<file path="config.mk">
export PLATFORM = sky130hd
export DESIGN_NAME = sobel_et_queue
export DESIGN_NICKNAME = d
export VERILOG_FILES = /design/src/sobel_et_pkg.sv /design/src/sobel_et_queue.sv
export SDC_FILE = /design/constraint.sdc
export NUM_CORES = 1
export LEC_CHECK = 0
export BUFFER_PORTS_ARGS = -buffer_cell sky130_fd_sc_hd__buf_2
export CAP_MARGIN = 20
export CORE_MARGIN = 10
export CORE_UTILIZATION = 38
export DETAILED_ROUTE_END_ITERATION = 8
export GPL_ROUTABILITY_DRIVEN = 0
export GPL_TIMING_DRIVEN = 0
export PLACE_DENSITY = 0.55
export SLEW_MARGIN = 20
export SYNTH_ARGS = -nofsm -noshare
export SYNTH_HDL_FRONTEND = slang
export SYNTH_SLANG_ARGS = --single-unit
</file>
<file path="constraint.sdc">
create_clock -name clk -period 5.1 [get_ports clk]
set_input_delay 1.02 -clock clk [delete_from_list [all_inputs] [get_ports clk]]
set_output_delay 1.02 -clock clk [all_outputs]
set_load 0.02 [all_outputs]
</file>
<file path="src/sobel_et_pkg.sv">
// ----------------------------------------------------------------------------
// sobel_et_pkg: shared types and constants
// Word layouts, register indexes and defaults for the Sobel edge unit.
// ----------------------------------------------------------------------------
package sobel_et_pkg;

    localparam int MAX_WIDTH_DEF = 1024;
    localparam int MIN_DIM       = 3;
    localparam int HEIGHT_W      = 12;
    localparam int ROW_W         = HEIGHT_W + 1;   // input row runs into the tail
    localparam int THR_W         = 11;
    localparam int THR_SQ_W      = 2 * THR_W;
    localparam int GRAD_W        = 11;             // |g| <= 1020
    localparam int SQ_W          = 20;             // 1020^2 < 2^20
    localparam int MAG_W         = SQ_W + 1;

    localparam int CFG_INDEX_W   = 2;
    localparam int CFG_DATA_W    = 12;

    localparam logic [CFG_INDEX_W-1:0] REG_FRAME_WIDTH    = 2'd0;
    localparam logic [CFG_INDEX_W-1:0] REG_FRAME_HEIGHT   = 2'd1;
    localparam logic [CFG_INDEX_W-1:0] REG_EDGE_THRESHOLD = 2'd2;

    localparam int RST_FRAME_WIDTH    = 640;
    localparam int RST_FRAME_HEIGHT   = 480;
    localparam int RST_EDGE_THRESHOLD = 50;

    localparam logic [7:0] EDGE_VALUE = 8'd255;

    localparam int QUEUE_DEPTH = 8;
    localparam int QPTR_W      = $clog2(QUEUE_DEPTH);
    localparam int QCNT_W      = $clog2(QUEUE_DEPTH + 1);

    typedef struct packed {
        logic [7:0] blue;
        logic [7:0] green;
        logic [7:0] red;
    } pixel_t;

    // one line store entry: pixel two rows up and one row up
    typedef struct packed {
        pixel_t up;
        pixel_t mid;
    } line_t;

    typedef struct packed {
        logic [7:0] pixel_red;
        logic [7:0] pixel_green;
        logic [7:0] pixel_blue;
        logic       drain;
    } sobel_item_t;

    typedef struct packed {
        logic [7:0] out_red;
        logic [7:0] out_green;
        logic [7:0] out_blue;
        logic       is_edge;
        logic       last_of_frame;
    } sobel_result_t;

    // word handed from front to back
    typedef struct packed {
        logic signed [GRAD_W-1:0] gx;
        logic signed [GRAD_W-1:0] gy;
        pixel_t                   center;
        logic                     interior;
        logic                     last;
    } sobel_grad_t;

endpackage

</file>
<file path="src/sobel_et_queue.sv">
// ----------------------------------------------------------------------------
// sobel_et_queue: gradient word queue
// Small FIFO between front and back; the front reserves space via level.
// ----------------------------------------------------------------------------
module sobel_et_queue
    import sobel_et_pkg::*;
(
    input  logic              clk,
    input  logic              rst_n,
    input  logic              wr_en,
    input  sobel_grad_t       wr_word,
    input  logic              rd_en,
    output sobel_grad_t       rd_word,
    output logic              nonempty,
    output logic [QCNT_W-1:0] level
);

    sobel_grad_t       entry_reg [QUEUE_DEPTH];
    logic [QPTR_W-1:0] wr_ptr_reg;
    logic [QPTR_W-1:0] rd_ptr_reg;
    logic [QCNT_W-1:0] count_reg;
    logic [QPTR_W-1:0] wr_ptr_next;
    logic [QPTR_W-1:0] rd_ptr_next;
    logic [QCNT_W-1:0] count_next;
    logic              do_rd;

    assign nonempty = (count_reg != '0);
    assign level    = count_reg;
    assign rd_word  = entry_reg[rd_ptr_reg];
    assign do_rd    = rd_en && nonempty;

    always_comb
    begin
        wr_ptr_next = wr_ptr_reg;
        rd_ptr_next = rd_ptr_reg;
        count_next  = count_reg;
        if (wr_en)
        begin
            wr_ptr_next = (wr_ptr_reg == QPTR_W'(QUEUE_DEPTH - 1)) ? '0 : wr_ptr_reg + 1'b1;
        end
        if (do_rd)
        begin
            rd_ptr_next = (rd_ptr_reg == QPTR_W'(QUEUE_DEPTH - 1)) ? '0 : rd_ptr_reg + 1'b1;
        end
        if (wr_en && !do_rd)
        begin
            count_next = count_reg + 1'b1;
        end
        else if (do_rd && !wr_en)
        begin
            count_next = count_reg - 1'b1;
        end
    end

    always_ff @(posedge clk or negedge rst_n)
    begin
        if (!rst_n)
        begin
            wr_ptr_reg <= '0;
            rd_ptr_reg <= '0;
            count_reg  <= '0;
        end
        else
        begin
            wr_ptr_reg <= wr_ptr_next;
            rd_ptr_reg <= rd_ptr_next;
            count_reg  <= count_next;
        end
    end

    always_ff @(posedge clk)
    begin
        if (wr_en)
        begin
            entry_reg[wr_ptr_reg] <= wr_word;
        end
    end

endmodule

</file>
Word level (Yosys, flattened, before mapping)
Memory sizes are Yosys's and may differ from the RTL's.
Cells that the tools add are included.
W data, S select, Z words.
{ "totals": {"ff_bits": 10, "ramBits": 384, "input_bits": 52, "elab_cells": 23, "n_memories": 1} }
{ "memory_table": {"columns": ["name", "words", "width", "read_ports", "rd_ports_with_merged_regs", "wr", "line", "rtl"], "rows": [
  ["entry_reg", 8, 48, 1, 0, 1, "sobel_et_queue.sv:18", "sobel_grad_t entry_reg [QUEUE_DEPTH];"]
]} }
{ "op_classes": {"addsub": 4, "eq_ne": 2, "muxes": 6, "n_reduce_logical": 7} }
{ "op_table": {"columns": ["operator", "n"], "rows": [
  ["$mux W4", 2],
  ["$add A3 B1 Y3 const B", 2],
  ["$eq A3 B3 Y1 const B", 2],
  ["$mux W3", 2],
  ["$add A4 B1 Y4 const B", 1],
  ["$reduce_bool A4 Y1", 1],
  ["$sub A4 B1 Y4 const B", 1],
  ["$logic_and A1 B1 Y1", 3],
  ["$logic_not A1 Y1", 2],
  ["$mux W1", 2],
  ["$reduce_bool A2 Y1", 1]
]} }

Longest topological paths before layout
{ "depth": {"ltp_word": 5, "ltp_mapped": 7, "depth_no_buf": 7} }

Worst setup path before layout
Ideal clock, no wire load.
{ "synth_path": {"kind": "in2reg", "startpoint": "in wr_en", "endpoint": "mem entry_reg[0][0] in the netlist's numbering, enable pin", "t_arrival_ns": 4.392, "required_ns": 4.587, "slack_ns": 0.195, "path_stages": 2, "n_path_buf": 0, "path_cell_list": "nand2b_1 > nor3_1"} }
{ "synth_via": {"elab_chain_cells": 2} }
{ "synth_lines": {"columns": ["item", "line", "rtl"], "rows": [
  ["start: declaration", "sobel_et_queue.sv:10", "input logic wr_en,"],
  ["$mux W1", "sobel_et_queue.sv:73", "if (wr_en)"],
  ["$mux W1 (not written as such)", "sobel_et_queue.sv:75", "entry_reg[wr_ptr_reg] <= wr_word;"],
  ["end: declaration", "sobel_et_queue.sv:18", null]
]} }
No other way between the ends.

==> out/qor.csv <==
metric;value;unit
p_sw_frac;0.310;
tightest_slew;0.871;ns
finalHoldViolations;0;
grt_max_degree;19;
cpMostUsedCell;buf_2;
num_vias;7025;
grt.total_usage;0.142;
fmax;261;MHz
relSlewSlack;0.419;
drc;0;
avgSynthCellArea;24.3;um2
yosysWarningCount;0;
die_w;219;um
wl_per_cell;24.9;um
cp-startpoint;rd_ptr_reg[1];
place_area;16900;um2
post_layout_nonfiller_instances;1354;
min_period;3.83;ns
endpoint;rd_word[19];
clock_tree.buffer_depth;3;
clock_sinks;394;
synthToLayoutAreaGrowth;21.0;%
ys_seq_area_frac;0.783;
status;completed;
insertion_delay;0.54;ns
endpoint_kind;output pin;
gr-total-overflow;0;
dieArea;47900;um2
p_leak;5.98;nW
fin_tns_setup;0;ns
finalSetupViolations;0;
syn_nets;680;
reg2reg_to;level[3];
cp.required;4.08;ns
clk_pin_slew;0.06;ns
cts_tree;built;
antenna_found_initial;4;
drv_slew;0;
cp_cell_sequence;clkbuf_1 -> buf_2 -> buf_2 -> mux4_2 -> mux2_2 -> buf_2;
ioPinCount;105;
critPathKind;register to output pin;
layout_commonest_cell;edfxtp_1;
rrSetupSlack;2.09;ns
post-dp-hpwl;21700;um
crit_arrival;2.81;ns
clock-skew-final;0.0126;ns
rr_startpoint;level[0];
largest_reg_flops;384;
grt_pass1_vias;7691;
start_util;0.387;
p_sw;0.00331;W
clkPwrFrac;0.269;
ys_seq_elements;394;
crit_path_start_kind;register;
dieHeight;219;um
hp-class;input pin to asynchronous set/reset pin;
drv_cap;0;
slowest_stage;buf_2;
drt_pass1_iterations;4;
cts_hold_buf;0;
synth_area;15000;um2
wirelength;33700;um
ys_types;29;
fillerInstances;3229;
first_iter_violations;424;
rows;72;
p_seq_frac;0.392;
power.total;0.0107;W
nets;863;
drive_gt1_frac;0.440;
ir_worst_vdd;241;uV
cts-htree-levels;2;
synthCells;620;
powerDensity;588;nW/um2
cts_buffers;42;
reg2regPathDepth;7;
coreArea;38900;um2
post-route-cell-area;18200;um2
via_per_inst;5.19;
ant_nets;0;
io_buffers;104;
final_core_util;0.468;
postCtsSetupRepairBufs;0;
post_cts_resized;0;
worst_path_largest_cell_delay;0.38;ns
p_int;0.00738;W
grt_pass1_wl;50300;um
crit_fanout;10;
cts_root_buf;clkbuf_16;
placed_cells;1277;
rsz0062_at_grt;false;
combPwrFrac;0.339;
final.period_utilization;0.751;
final_cell_mix;384 x edfxtp_1, 116 x buf_2, 96 x mux4_2;
-- power groups by stage --
stage               logic [W]  clock network, W  registers (W)
finish                0.00362           0.00287        0.00420
global route          0.00390           0.00310        0.00423
CTS                   0.00374           0.00294        0.00420
detailed placement    0.00373                 0        0.00427
global placement      0.00343                 0        0.00432
floorplan             0.00233                 0        0.00427
-- cells in the mapped netlist (all sizes together) --
| cell | number | share of area |
|---|---|---|
| edfxtp | 384 | 0.77 |
| mux4 | 96 | 0.14 |
| mux2 | 52 | 0.039 |
| buf | 17 | 0.0081 |
| clkbuf | 11 | 0.0027 |
| dfrtp | 10 | 0.017 |
| ha | 7 | 0.0058 |
| nor2 | 7 | 0.0017 |
| nand2 | 6 | 0.0015 |
| nor3 | 4 | 0.0013 |
| nand2b | 3 | 0.0012 |
| o21ai | 3 | 0.0010 |
| a21oi | 2 | 0.00067 |
| inv | 2 | 0.00050 |
| nand3 | 2 | 0.00067 |
| nand3b | 2 | 0.0010 |
| o211ai | 2 | 0.0010 |
| or4 | 2 | 0.0010 |
| xnor2 | 2 | 0.0012 |
| a2111o | 1 | 0.00075 |
| a21o | 1 | 0.00050 |
| fa | 1 | 0.0013 |
| mux2i | 1 | 0.00067 |
| o41ai | 1 | 0.0011 |
| or3 | 1 | 0.00042 |
-- layer usage --
layer	GRT usage	vias up	wire length, um
met3	0.0349	65	2060
met4	0.0414	6	678
met5	0	-	38
met2	0.242	205	17200
li1	-	3030	-
met1	0.177	3719	13700
-- final cells by class --
type / count / area (um2) / area share
flip-flops and latches: 394 / 11800 / 0.648
clock inverters: 18 / 133 / 0.00729
plain buffers: 28 / 163 / 0.00894
diodes: 1 / 2.50 / 0.000138
clock buffers: 58 / 1180 / 0.0651
well taps: 518 / 648 / 0.0356
multi-input cells: 196 / 3150 / 0.173
inverters: 2 / 7.51 / 0.000413
repair buffers: 139 / 1130 / 0.0620
-- critical path, delay by kind of cell, from the launching register on --
kind,cells,cell delay (ns)
buffers and inverters,4,1.25
muxes,2,0.68
DFF,1,0.34
-- worst min path at each step --
stage	start	end	slack, ns
after CTS	rst_n	level[2]	0.33
after floorplan	wr_ptr_reg[2]	wr_ptr_reg[2]	0.52
final	rst_n	level[2]	0.36
after detailed placement	wr_ptr_reg[2]	wr_ptr_reg[2]	0.55
after global routing	rst_n	level[2]	0.34
after global placement	wr_ptr_reg[2]	wr_ptr_reg[2]	0.53
-- stage by stage --
step / hold WS, ns / setup WS [ns]
after CTS: 0.329 / 1.17
after global routing: 0.341 / 1.08
after floorplan: 0.524 / 0.195
final: 0.355 / 1.27
after detailed placement: 0.548 / 1.73
after global placement: 0.534 / -4.28
-- cell families (layout without fill, tap and decap cells) --
| logic type | after synthesis | count (layout) | share of synthesized area |
|---|---|---|---|
| simple gates | 27 | 27 | 0.00890 |
| xor+xnor | 2 | 2 | 0.00116 |
| buf+inv | 30 | 245 | 0.0113 |
| mux | 149 | 149 | 0.183 |
| other cells | 0 | 1 | 0 |
| compound gates | 10 | 10 | 0.00499 |
| flops | 394 | 394 | 0.783 |
| fa+ha+maj | 8 | 8 | 0.00715 |
(Power assumes the default switching activity.)
