File: config.mk
export PLATFORM = sky130hd
export DESIGN_NAME = sobel_et_back
export DESIGN_NICKNAME = d
export VERILOG_FILES = /design/src/sobel_et_pkg.sv /design/src/sobel_et_back.sv
export SDC_FILE = /design/constraint.sdc
export NUM_CORES = 1
export LEC_CHECK = 0
export BUFFER_PORTS_ARGS = -buffer_cell sky130_fd_sc_hd__buf_2
export CORE_UTILIZATION = 30
export DETAILED_ROUTE_END_ITERATION = 6
export PLACE_DENSITY_LB_ADDON = 0.05
export SLEW_MARGIN = 20
export SYNTH_ARGS = -nofsm -noshare
export SYNTH_HDL_FRONTEND = slang
export SYNTH_SLANG_ARGS = --single-unit
export TNS_END_PERCENT = 30
File: constraint.sdc
create_clock -name clk -period 10.15 [get_ports clk]
set_input_delay 2.03 -clock clk [delete_from_list [all_inputs] [get_ports clk]]
set_output_delay 2.03 -clock clk [all_outputs]
set_load 0.005 [all_outputs]
File: src/sobel_et_pkg.sv
// ----------------------------------------------------------------------------
// sobel_et_pkg: shared types and constants
// Word layouts, register indexes and defaults for the Sobel edge unit.
// ----------------------------------------------------------------------------
package sobel_et_pkg;

    localparam int MAX_WIDTH_DEF = 1024;
    localparam int MIN_DIM       = 3;
    localparam int HEIGHT_W      = 12;
    localparam int ROW_W         = HEIGHT_W + 1;   // input row runs into the tail
    localparam int THR_W         = 11;
    localparam int THR_SQ_W      = 2 * THR_W;
    localparam int GRAD_W        = 11;             // |g| <= 1020
    localparam int SQ_W          = 20;             // 1020^2 < 2^20
    localparam int MAG_W         = SQ_W + 1;

    localparam int CFG_INDEX_W   = 2;
    localparam int CFG_DATA_W    = 12;

    localparam logic [CFG_INDEX_W-1:0] REG_FRAME_WIDTH    = 2'd0;
    localparam logic [CFG_INDEX_W-1:0] REG_FRAME_HEIGHT   = 2'd1;
    localparam logic [CFG_INDEX_W-1:0] REG_EDGE_THRESHOLD = 2'd2;

    localparam int RST_FRAME_WIDTH    = 640;
    localparam int RST_FRAME_HEIGHT   = 480;
    localparam int RST_EDGE_THRESHOLD = 50;

    localparam logic [7:0] EDGE_VALUE = 8'd255;

    localparam int QUEUE_DEPTH = 8;
    localparam int QPTR_W      = $clog2(QUEUE_DEPTH);
    localparam int QCNT_W      = $clog2(QUEUE_DEPTH + 1);

    typedef struct packed {
        logic [7:0] blue;
        logic [7:0] green;
        logic [7:0] red;
    } pixel_t;

    // one line store entry: pixel two rows up and one row up
    typedef struct packed {
        pixel_t up;
        pixel_t mid;
    } line_t;

    typedef struct packed {
        logic [7:0] pixel_red;
        logic [7:0] pixel_green;
        logic [7:0] pixel_blue;
        logic       drain;
    } sobel_item_t;

    typedef struct packed {
        logic [7:0] out_red;
        logic [7:0] out_green;
        logic [7:0] out_blue;
        logic       is_edge;
        logic       last_of_frame;
    } sobel_result_t;

    // word handed from front to back
    typedef struct packed {
        logic signed [GRAD_W-1:0] gx;
        logic signed [GRAD_W-1:0] gy;
        pixel_t                   center;
        logic                     interior;
        logic                     last;
    } sobel_grad_t;

endpackage

File: src/sobel_et_back.sv
// ----------------------------------------------------------------------------
// sobel_et_back: magnitude test and result register
// Squares the gradients, compares against threshold squared, drives results.
// ----------------------------------------------------------------------------
module sobel_et_back
    import sobel_et_pkg::*;
(
    input  logic                clk,
    input  logic                rst_n,
    input  logic                grad_valid,
    input  sobel_grad_t         grad,
    output logic                grad_pop,
    input  logic [THR_SQ_W-1:0] thr_sq,
    output logic                empty,
    input  logic                pop,
    output sobel_result_t       result
);

    logic                b1_v_reg;
    logic [SQ_W-1:0]     b1_sqx_reg;
    logic [SQ_W-1:0]     b1_sqy_reg;
    pixel_t              b1_center_reg;
    logic                b1_interior_reg;
    logic                b1_last_reg;
    logic                res_v_reg;
    sobel_result_t       res_reg;

    logic signed [2*GRAD_W-1:0] sqx_full, sqy_full;
    logic [MAG_W-1:0]           mag;
    logic                       edge_hit;
    logic                       out_adv, b1_take;

    assign out_adv  = !res_v_reg || pop;
    assign b1_take  = !b1_v_reg || out_adv;
    assign grad_pop = grad_valid && b1_take;
    assign sqx_full = grad.gx * grad.gx;
    assign sqy_full = grad.gy * grad.gy;
    assign mag      = MAG_W'(b1_sqx_reg) + MAG_W'(b1_sqy_reg);
    assign edge_hit = b1_interior_reg && ({1'b0, mag} > thr_sq);
    assign empty    = !res_v_reg;
    assign result   = res_reg;

    always_ff @(posedge clk or negedge rst_n)
    begin
        if (!rst_n)
        begin
            b1_v_reg  <= 1'b0;
            res_v_reg <= 1'b0;
        end
        else
        begin
            if (b1_take)
            begin
                b1_v_reg <= grad_pop;
            end
            if (out_adv)
            begin
                res_v_reg <= b1_v_reg;
            end
        end
    end

    always_ff @(posedge clk)
    begin
        if (grad_pop)
        begin
            b1_sqx_reg      <= sqx_full[SQ_W-1:0];
            b1_sqy_reg      <= sqy_full[SQ_W-1:0];
            b1_center_reg   <= grad.center;
            b1_interior_reg <= grad.interior;
            b1_last_reg     <= grad.last;
        end
        if (out_adv && b1_v_reg)
        begin
            res_reg.out_red       <= edge_hit ? EDGE_VALUE : b1_center_reg.red;
            res_reg.out_green     <= edge_hit ? EDGE_VALUE : b1_center_reg.green;
            res_reg.out_blue      <= edge_hit ? EDGE_VALUE : b1_center_reg.blue;
            res_reg.is_edge       <= edge_hit;
            res_reg.last_of_frame <= b1_last_reg;
        end
    end

endmodule

Yosys cells after proc, flatten, opt, wreduce, memory -nomap -nowiden
Cells that the tools add are included.
{"block": "op_classes", "n_addsub": 1, "mul": 2, "n_lt_le_gt_ge": 1, "n_reduce_logical": 7}
{"op": "multiplier 11 x 11 -> 20 bit", "n": 2}
{"op": "greater-than comparator 21 x 22 -> 1 bit", "n": 1}
{"op": "adder 20 x 20 -> 21 bit", "n": 1}
{"op": "logical AND 1 bit", "n": 3}
{"op": "logical NOT 1 bit", "n": 2}
{"op": "logical OR 1 bit", "n": 2}
{"block": "totals", "register_bits": 94, "in_bits": 74, "output_inout_bits": 28}

Depth between registers and ports, before layout
Gate-level depths: netlist of run 1.
{"block": "depth", "ltp_word": 4, "mapped_depth": 21}

Worst setup path after synthesis of run 1
No wires, ideal clock.
{"block": "synth_path", "path_type": "input to output", "startpoint": "input port pop", "endpoint": "output port grad_pop", "arrival_ps": 6840, "t_required_ps": 8120, "slack_ps": 1280, "cell_stages": 2, "n_path_buf": 0, "cell_sequence": "nor2_1 a21boi_0"}
{"block": "synth_via", "elab_chain_cells": 3}
{"item": "start: declaration", "line_no": "sobel_et_back.sv:15", "source": "input logic pop,"}
{"item": "logical OR 1 bit", "line_no": "sobel_et_back.sv:33", "source": "assign out_adv = !res_v_reg || pop;"}
{"item": "logical OR 1 bit", "line_no": "sobel_et_back.sv:34", "source": "assign b1_take = !b1_v_reg || out_adv;"}
{"item": "logical AND 1 bit", "line_no": "sobel_et_back.sv:35", "source": "assign grad_pop = grad_valid && b1_take;"}
{"item": "end: declaration", "line_no": "sobel_et_back.sv:12", "source": "output logic grad_pop,"}
Every way passes these cells.

Worst setup path after layout of run 1
{"block": "layout_path", "startpoint": "input port grad[36] (netlist bit)", "endpoint": "register b1_sqy_reg[19], data pin"}
{"block": "layout_via", "elab_chain_cells": 1}
{"item": "start: declaration", "line_no": "sobel_et_back.sv:11", "source": "input sobel_grad_t grad,"}
{"item": "multiplier 11 x 11 -> 20 bit", "line_no": "sobel_et_back.sv:37", "source": "assign sqy_full = grad.gy * grad.gy;"}
{"item": "named net sqy_full[19]", "line_no": "sobel_et_back.sv:28", "source": "logic signed [2*GRAD_W-1:0] sqx_full, sqy_full;"}
{"item": "end signal: assignment", "line_no": "sobel_et_back.sv:68", "source": "b1_sqy_reg <= sqy_full[SQ_W-1:0];"}
{"item": "end: declaration", "line_no": "sobel_et_back.sv:21", "source": "logic [SQ_W-1:0] b1_sqy_reg;"}
The timed path passes the listed nets, and every way through them passes these cells.
A chain may end at the register's enable or synchronous reset.

==> impl_metrics.tcl, run 1 <==
set metrics [dict create \
    status "complete, no violations" \
    portBuffers 101 \
    synth-edff-count 90 \
    regArea_um2 2750 \
    drtPass1Iterations 4 \
    core_um2 38800 \
    clock_latency_ns 0.34 \
    dieArea_um2 40300 \
    synth_top_family_by_area "adder cells" \
    criticalPathCategory "in2reg" \
    drive_gt1_share_pct 10.5 \
    async_flop_share_pct 2.17 \
    drv_cap 0 \
    ctsResizeCount 0 \
    crit_fanout 19 \
    fmax_mhz 145 \
    dpl.cell_count 1735 \
    post-route-util_pct 34.0 \
    route.detailed.drc 0 \
    combPwrFrac_pct 75.3 \
    viasPerCell 4.31 \
    largest_register_ffs 26 \
    grt_setup_unrepaired "no" \
    drt-initial-drc-count 268 \
    synth_area_um2 11900 \
    seq_area_frac_synth_pct 23.2 \
    fillers 4009 \
    synth_seq_cells 92 \
    rows 72 \
    setup_tns_ns 0 \
    final_antenna_net_count 0 \
    wl_per_cell_um 13.9 \
    syn_to_final_growth_pct 11.5 \
    gp_congestion 0.761 \
    cts_max_level 3 \
    start_util_pct 30.5 \
    whs_ns 0.420 \
    setup_viol 0 \
    clk_path_buf_depth 2 \
    relSlewSlack_pct 40.5 \
    cts_tree "built" \
    p_int_mw 2.22 \
    synth_nets 1523 \
    holdCritPathClass "reg2reg" \
    ios 102 \
    synth_cell_types 48 \
    cp-end-kind "register" \
    synthAdderAreaFrac_pct 44.7 \
    p_seq_share_pct 17.1 \
    vias 7546 \
    drv_slew 0 \
    final_cells 1751 \
    required_ns 10.24 \
    cts_inserted_buffers 9 \
    synth_mux_area_share_pct 0.169 \
    power_frac_clock_pct 7.7 \
    synth-xor-area-share_pct 5.17 \
    powerDensity_nw_per_um2 309 \
    multi_input_area_um2 7970 \
    routed_wirelength_mm 24.4 \
    grt_pass1_vias 8121 \
    grt_pass1_wl_mm 41.5 \
    ctsHoldBuffers 0 \
    dp_hpwl_mm 20.9 \
    p_leak_nw 6.39 \
    postCtsSetupBuffers 0 \
    synth_area_per_cell_um2 10.4 \
    overflow 0 \
    swShare_pct 45.7 \
    syn_inst 1138 \
    gr-usage-all-layers_pct 13.0 \
    vdd_drop_max_mv 0.190 \
    synth_compound_area_share_pct 6.14 \
    fin_skew_ns 0.0118 \
    clk_pin_slew_ns 0.07 \
    hold_violations 0 \
    die-height_um 201 \
    critPathLaunchType "primary input" \
    min_period_ns 6.88 \
    worst_pin_slew_ns 0.892 \
    cts_root_buf "clkbuf_16" \
    ys_warn_count 0 \
    antenna_found_initial 0 \
    fp.dieW_um 201 \
    synth-simple-area-share_pct 11.0 \
    diodes 0 \
    nets 1613 \
    clock_sinks 92 \
    grt_start_max_net_pins 66 \
    critPathArrivalTime_ns 6.98 \
    net-switching-power_mw 1.87 \
    synthFlopType "edfxtp_1" \
    finalCritPeriodShare_pct 67.8 \
]
-- final timing paths --
path / startpoint / slack (ns) / end / cells past startpoint
min in group asynchronous: rst_n / 1.46 / res_v_reg / 1
min reg2reg: b1_last_reg / 0.42 / result[0] / 0
max reg2reg: b1_sqx_reg[3] / 5.76 / result[22] / 16
max: grad[36] / 3.27 / b1_sqy_reg[19] / 19
min: b1_last_reg / 0.42 / result[0] / 0
max in group asynchronous: rst_n / 8.59 / b1_v_reg / 1
-- power by group through the flow --
stage | sequential, mW | clock, mW | combinational (mW)
3_5_place_dp | 0.712 | 0 | 3.12
3_3_place_gp | 0.712 | 0 | 3.13
6_report | 0.699 | 0.313 | 3.08
5_1_grt | 0.710 | 0.343 | 3.57
2_1_floorplan | 0.702 | 0 | 2.45
4_1_cts | 0.704 | 0.329 | 3.15
-- worst max-delay path, cell delays in order --
cell	delay [ns]
buf_2	0.20
and2_1	0.24
fa_1	0.69
inv_1	0.15
fa_1	0.54
inv_1	0.05
fa_1	0.46
fa_1	0.54
inv_1	0.05
fa_1	0.53
inv_1	0.04
ha_1	0.31
o21ai_0	0.12
a21boi_1	0.28
inv_1	0.07
o22ai_1	0.21
a211oi_1	0.09
nor3_1	0.26
xnor2_1	0.09
-- Yosys cell counts, types with 7 or more instances --
library cell	instances	area, µm²
inv_1	278	1040
fa_1	187	3740
ha_1	124	1550
edfxtp_1	90	2700
xnor2_1	61	534
and2_1	59	369
nand2_1	59	221
nor2_1	42	158
nand2b_1	35	219
a21oi_1	33	165
clkbuf_1	25	93.8
nor2b_1	21	131
a21o_1	16	120
o21a_1	11	82.6
nor3_1	10	50.1
o21ai_0	10	50.1
xor2_1	9	78.8
nand3_1	7	35.0
-- cell usage in the layout (no fill, tap or decap), drive strengths merged, types with 3 or more instances in the layout --
cell type and n:
a211oi 3, a21boi 3, a21o 16, a21oi 34
a31oi 3, and2 59, and3 6, buf 104
clkbuf 9, clkinv 3, edfxtp 90, fa 187
ha 124, inv 281, nand2 59, nand2b 35
nand3 7, nand4 4, nor2 42, nor2b 21
nor3 11, o21a 11, o21ai 17, o21bai 5
o31ai 3, xnor2 61, xor2 9
-- logic make-up after synthesis --
kind of cell / Yosys count
xor gates and xnor gates: 70
AOI/OAI and AO/OA: 109
and+or+nand+nor: 250
muxes: 2
buffers and inverters: 304
DFF: 92
adders and majority gates: 311
-- stage by stage --
stage / worst slack, ns / total power [mW] / area [µm²]
after floorplan: 1.28 / 3.15 / 11900
after global placement: 2.92 / 3.84 / 12900
after detailed placement: 2.90 / 3.84 / 12900
after CTS: 3.26 / 4.18 / 13200
after global routing: 2.84 / 4.62 / 13200
final: 3.27 / 4.09 / 13200
-- area by class of cell --
cell class,count,area share (%)
well taps,518,4.90
multi-input cells,742,60.3
flip-flops and latches,92,20.8
clock buffers,9,1.70
repair buffers,104,3.99
inverters,279,7.92
clock inverters,7,0.369
-- layer usage --
layer	global-route usage, %	wire [µm]
met5	0	0
met4	1.96	93
met3	1.67	681
met2	21.6	11700
met1	18.3	11900
Note: power is estimated with default switching activity, not from simulation.
==> inputs of run 2 (changes only) <==
- clock period: 10.15 -> 6.7 ns (I/O delays scaled with it)
==> run 2 against run 1 <==
Net effect: sequential share of layout area shrank 0.11 points; final cell count up 0.34%; sequential power rose by 52%; critical path type unchanged; largest cell class unchanged; core utilization increased by 0.18 points; critical path depth stayed put; register-to-register slack got worse by 3.3 ns; highest routed layer unchanged.
==> impl_metrics.tcl, run 2 (synthesized netlist as in run 1, its figures left out) <==
set metrics [dict create \
    ctsResizeCount 0 \
    setup_viol 0 \
    overflow 0 \
    core_um2 38800 \
    cts_inserted_buffers 9 \
    clock_sinks 92 \
    rr_worst_depth 16 \
    gr-usage-all-layers_pct 13.0 \
    largest_register_ffs 26 \
    finish.instance_area_um2 13300 \
    drtPass1Iterations 4 \
    final_antenna_net_count 0 \
    portBuffers 101 \
    grt_start_max_net_pins 66 \
    setup_tns_ns 0 \
    drt-initial-drc-count 247 \
    route.detailed.drc 0 \
    required_ns 6.79 \
    worst_pin_slew_ns 0.899 \
    routed_wirelength_mm 24.6 \
    powerDensity_nw_per_um2 466 \
    postCtsSetupBuffers 0 \
    crit_fanout 11 \
    r2r_start "b1_sqx_reg[3]" \
    fp.dieW_um 201 \
    clk_path_buf_depth 2 \
    start_util_pct 30.5 \
    grt_pass1_vias 8241 \
    fin_skew_ns 0.00835 \
    holdCritPathClass "reg2reg" \
    fmax_mhz 162 \
    cp-end-kind "register" \
    ios 102 \
    p_leak_nw 6.44 \
    final_common_cell "inv_1" \
    status "complete, no violations" \
    syn_to_final_growth_pct 12.1 \
    min_from "b1_last_reg" \
    criticalPathCategory "in2reg" \
    drv_cap 0 \
    min_path_cells 0 \
    clk_pin_slew_ns 0.07 \
    die-height_um 201 \
    post-route-util_pct 34.2 \
    startpoint "grad[30]" \
    layout_common_cells "inv_1 (278), fa_1 (187), ha_1 (124)" \
    grt_pass1_wl_mm 41.7 \
    critPathLaunchType "primary input" \
    relSlewSlack_pct 40.1 \
    min_period_ns 6.16 \
    nets 1619 \
    rows 72 \
    dieArea_um2 40300 \
    place_area_um2 13000 \
    wl_per_cell_um 14.0 \
    drv_slew 0 \
    ctsHoldBuffers 0 \
    dp_hpwl_mm 21.1 \
    cts_tree "built" \
    vdd_drop_max_mv 0.255 \
    critPathArrivalTime_ns 6.25 \
    grt_setup_unrepaired "no" \
    drive_gt1_share_pct 11.1 \
    cts_max_level 3 \
    clock_latency_ns 0.35 \
    antenna_found_initial 0 \
    cts_root_buf "clkbuf_16" \
    viasPerCell 4.32 \
    gp_congestion 0.767 \
    hold_violations 0 \
    diodes 0 \
    vias 7595 \
    finalCritPeriodShare_pct 91.9 \
]
run 2: cell type report:
type / instances / area [µm²]
clock inverter: 7 / 75.1
fill: 4010 / 25500
timing repair buffer: 110 / 573
tap: 518 / 648
clock buffer: 9 / 225
sequential: 92 / 2750
multi-input combinational: 742 / 7970
inverter: 279 / 1050
run 2: path summary, 6_finish.rpt:
| kind | to | slack [ns] |
|---|---|---|
| min reg2reg | result[0] | 0.44 |
| max in group asynchronous | res_v_reg | 5.84 |
| max reg2reg | result[6] | 2.44 |
| max | b1_sqy_reg[19] | 0.54 |
| min in group asynchronous | b1_v_reg | 0.77 |
| min | result[0] | 0.44 |
run 2: critical path, stage by stage:
cell,delay (ns)
buf_2,0.22
inv_1,0.14
nor2_1,0.19
inv_1,0.08
fa_1,0.51
fa_1,0.44
fa_1,0.54
inv_1,0.05
fa_1,0.52
inv_1,0.05
fa_1,0.53
inv_1,0.04
ha_1,0.31
o21a_1,0.14
o2111ai_1,0.39
o22ai_1,0.18
a211oi_1,0.33
nor3_1,0.12
xnor2_1,0.13
run 2: layer usage:
metal | GRT usage, % | part of all wire [%]
met1 | 17.8 | 49
met5 | 0 | 0
met3 | 1.57 | 2.6
met4 | 1.96 | 0.60
met2 | 22.5 | 48
run 2: stage by stage:
step                instances  hold WS (ns)  total power, mW  setup slack, ns
floorplan                1138         0.400             4.77            0.522
global placement         1741         0.403             5.81            0.280
detailed placement       1741         0.412             5.79            0.170
CTS                      1757         0.446             6.35            0.551
global route             1757         0.466             7.03            0.192
finish                   1757         0.437             6.20            0.540
run 2: where the power goes:
group          switching [mW]  leakage [nW]  internal, mW  total, mW
clock network           0.227         0.145         0.292      0.519
logic                    2.52          5.41          2.10       4.62
registers              0.0477         0.886          1.01       1.06
==> inputs of run 3 (changes only) <==
- clock period: 6.7 -> 6 ns (I/O delays scaled with it)
==> run 3 against run 2 <==
Net effect: worst hold slack got worse by 0.018 ns; register-to-register slack got worse by 0.79 ns; sequential cell count unchanged; die area unchanged; core utilization increased by 2.0 points; combinational power increased by 24%; via count increased by 5.1%; largest cell class unchanged.
==> impl_metrics.tcl, run 3 (synthesized netlist as in run 1, its figures left out) <==
set metrics [dict create \
    rows 72 \
    relSlewSlack_pct 41.8 \
    ios 102 \
    cp-end-kind "register" \
    min_period_ns 5.79 \
    portBuffers 101 \
    p_leak_nw 6.93 \
    drv_cap 0 \
    cts_inserted_buffers 9 \
    grt_setup_unrepaired "no" \
    vias 7984 \
    grt_pass1_wl_mm 42.3 \
    crit_fanout 5 \
    clock_sinks 92 \
    drv_slew 0 \
    fmax_mhz 173 \
    gr-usage-all-layers_pct 13.1 \
    cts_tree "built" \
    regArea_um2 2750 \
    setup_tns_ns 0 \
    gp_congestion 0.753 \
    final_antenna_net_count 0 \
    dieArea_um2 40300 \
    routed_wirelength_mm 24.5 \
    finalCritPeriodShare_pct 96.6 \
    clk_pin_slew_ns 0.07 \
    diodes 0 \
    viasPerCell 4.29 \
    drive_gt1_share_pct 18.0 \
    setup_viol 0 \
    cts_root_buf "clkbuf_16" \
    drtPass1Iterations 4 \
    largest_register_ffs 26 \
    route.detailed.drc 0 \
    ctsHoldBuffers 0 \
    layout_common_cells "inv_1 (278), fa_1 (187), ha_1 (124)" \
    critPathArrivalTime_ns 5.89 \
    critPathLaunchType "primary input" \
    required_ns 6.09 \
    wl_per_cell_um 13.2 \
    holdCritPathClass "reg2reg" \
    drt-initial-drc-count 308 \
    dp_hpwl_mm 21.7 \
    multi_input_area_um2 7980 \
    grt_start_max_net_pins 65 \
    syn_to_final_growth_pct 18.6 \
    grt_pass1_vias 8551 \
    hold_violations 0 \
    finish.instance_area_um2 14100 \
    final_common_cell "inv_1" \
    start_util_pct 30.5 \
    antenna_found_initial 0 \
    place_area_um2 13800 \
    clk_path_buf_depth 2 \
    powerDensity_nw_per_um2 530 \
    die-height_um 201 \
    fp.dieW_um 201 \
    status "complete, no violations" \
    clock_latency_ns 0.34 \
    fin_skew_ns 0.00957 \
    worst_pin_slew_ns 0.873 \
    criticalPathCategory "in2reg" \
    cts_max_level 3 \
    fillers 4033 \
    overflow 0 \
    core_um2 38800 \
    nets 1721 \
    vdd_drop_max_mv 0.286 \
]
-- run 3: final cells by class --
| class | count | area share [%] |
|---|---|---|
| Timing Repair Buffer | 212 | 9.63 |
| Clock inverter | 7 | 0.347 |
| Inverter | 279 | 7.45 |
| Tap cell | 518 | 4.61 |
| Clock buffer | 9 | 1.60 |
| Multi-Input combinational cell | 742 | 56.8 |
| Sequential cell | 92 | 19.6 |
-- run 3: what timing repair did --
action,CTS,global route
endpoints found under the setup margin,0,1
gates resized for setup,0,5
buffers inserted,0,1
-- run 3: metal layers --
layer  part of all wire [%]  GRT usage [%]  wire length [µm]  vias to the layer above
li1                       -              -                 -                     3925
met1                     49           18.7             12000                     3954
met2                     48           21.6             11700                       96
met3                    2.7           1.57               653                        9
met4                   0.49           1.80               120                        0
met5                      0              0                 0                        -
-- run 3: worst max-delay path: stages --
cell and delay [ns]:
buf_2 0.14, and2_1 0.16, inv_1 0.06, fa_1 0.48
fa_1 0.51, fa_1 0.49, inv_1 0.05, fa_1 0.47
inv_1 0.05, fa_1 0.47, inv_1 0.04, ha_1 0.20
or4_4 0.55, o21ai_2 0.10, nor3_2 0.09, o41ai_2 0.40
o21ai_1 0.13, a21oi_1 0.20, xnor2_1 0.09
-- run 3: power breakdown --
part	switching (mW)	leakage, nW	internal, mW
Clock	0.246	0.128	0.282
Combinational	2.94	5.92	2.79
Sequential	0.0506	0.886	1.13
Total	3.24	6.93	4.21
-- run 3: final timing paths --
check                              start        endpoint  slack, ns  cells past startpoint
max reg2reg                b1_sqx_reg[3]       result[5]       1.65                     16
min in group asynchronous          rst_n       res_v_reg       0.63                      1
min reg2reg                  b1_last_reg       result[0]       0.42                      0
min                          b1_last_reg       result[0]       0.42                      0
max in group asynchronous          rst_n        b1_v_reg       5.28                      1
max                             grad[44]  b1_sqx_reg[19]       0.21                     19
-- run 3: stage by stage --
| stage | cells | setup slack, ns | hold slack (ns) | util (%) | total power, mW |
|---|---|---|---|---|---|
| 2_1_floorplan | 1138 | -0.0381 | 0.400 | - | 5.32 |
| 3_3_place_gp | 1842 | -0.0921 | 0.402 | 35.4 | 6.96 |
| 3_5_place_dp | 1842 | -0.160 | 0.405 | 35.4 | 6.95 |
| 4_1_cts | 1858 | 0.203 | 0.421 | 36.1 | 7.53 |
| 5_1_grt | 1859 | 0.0243 | 0.425 | 36.2 | 8.40 |
| 6_report | 1859 | 0.206 | 0.419 | 36.2 | 7.45 |
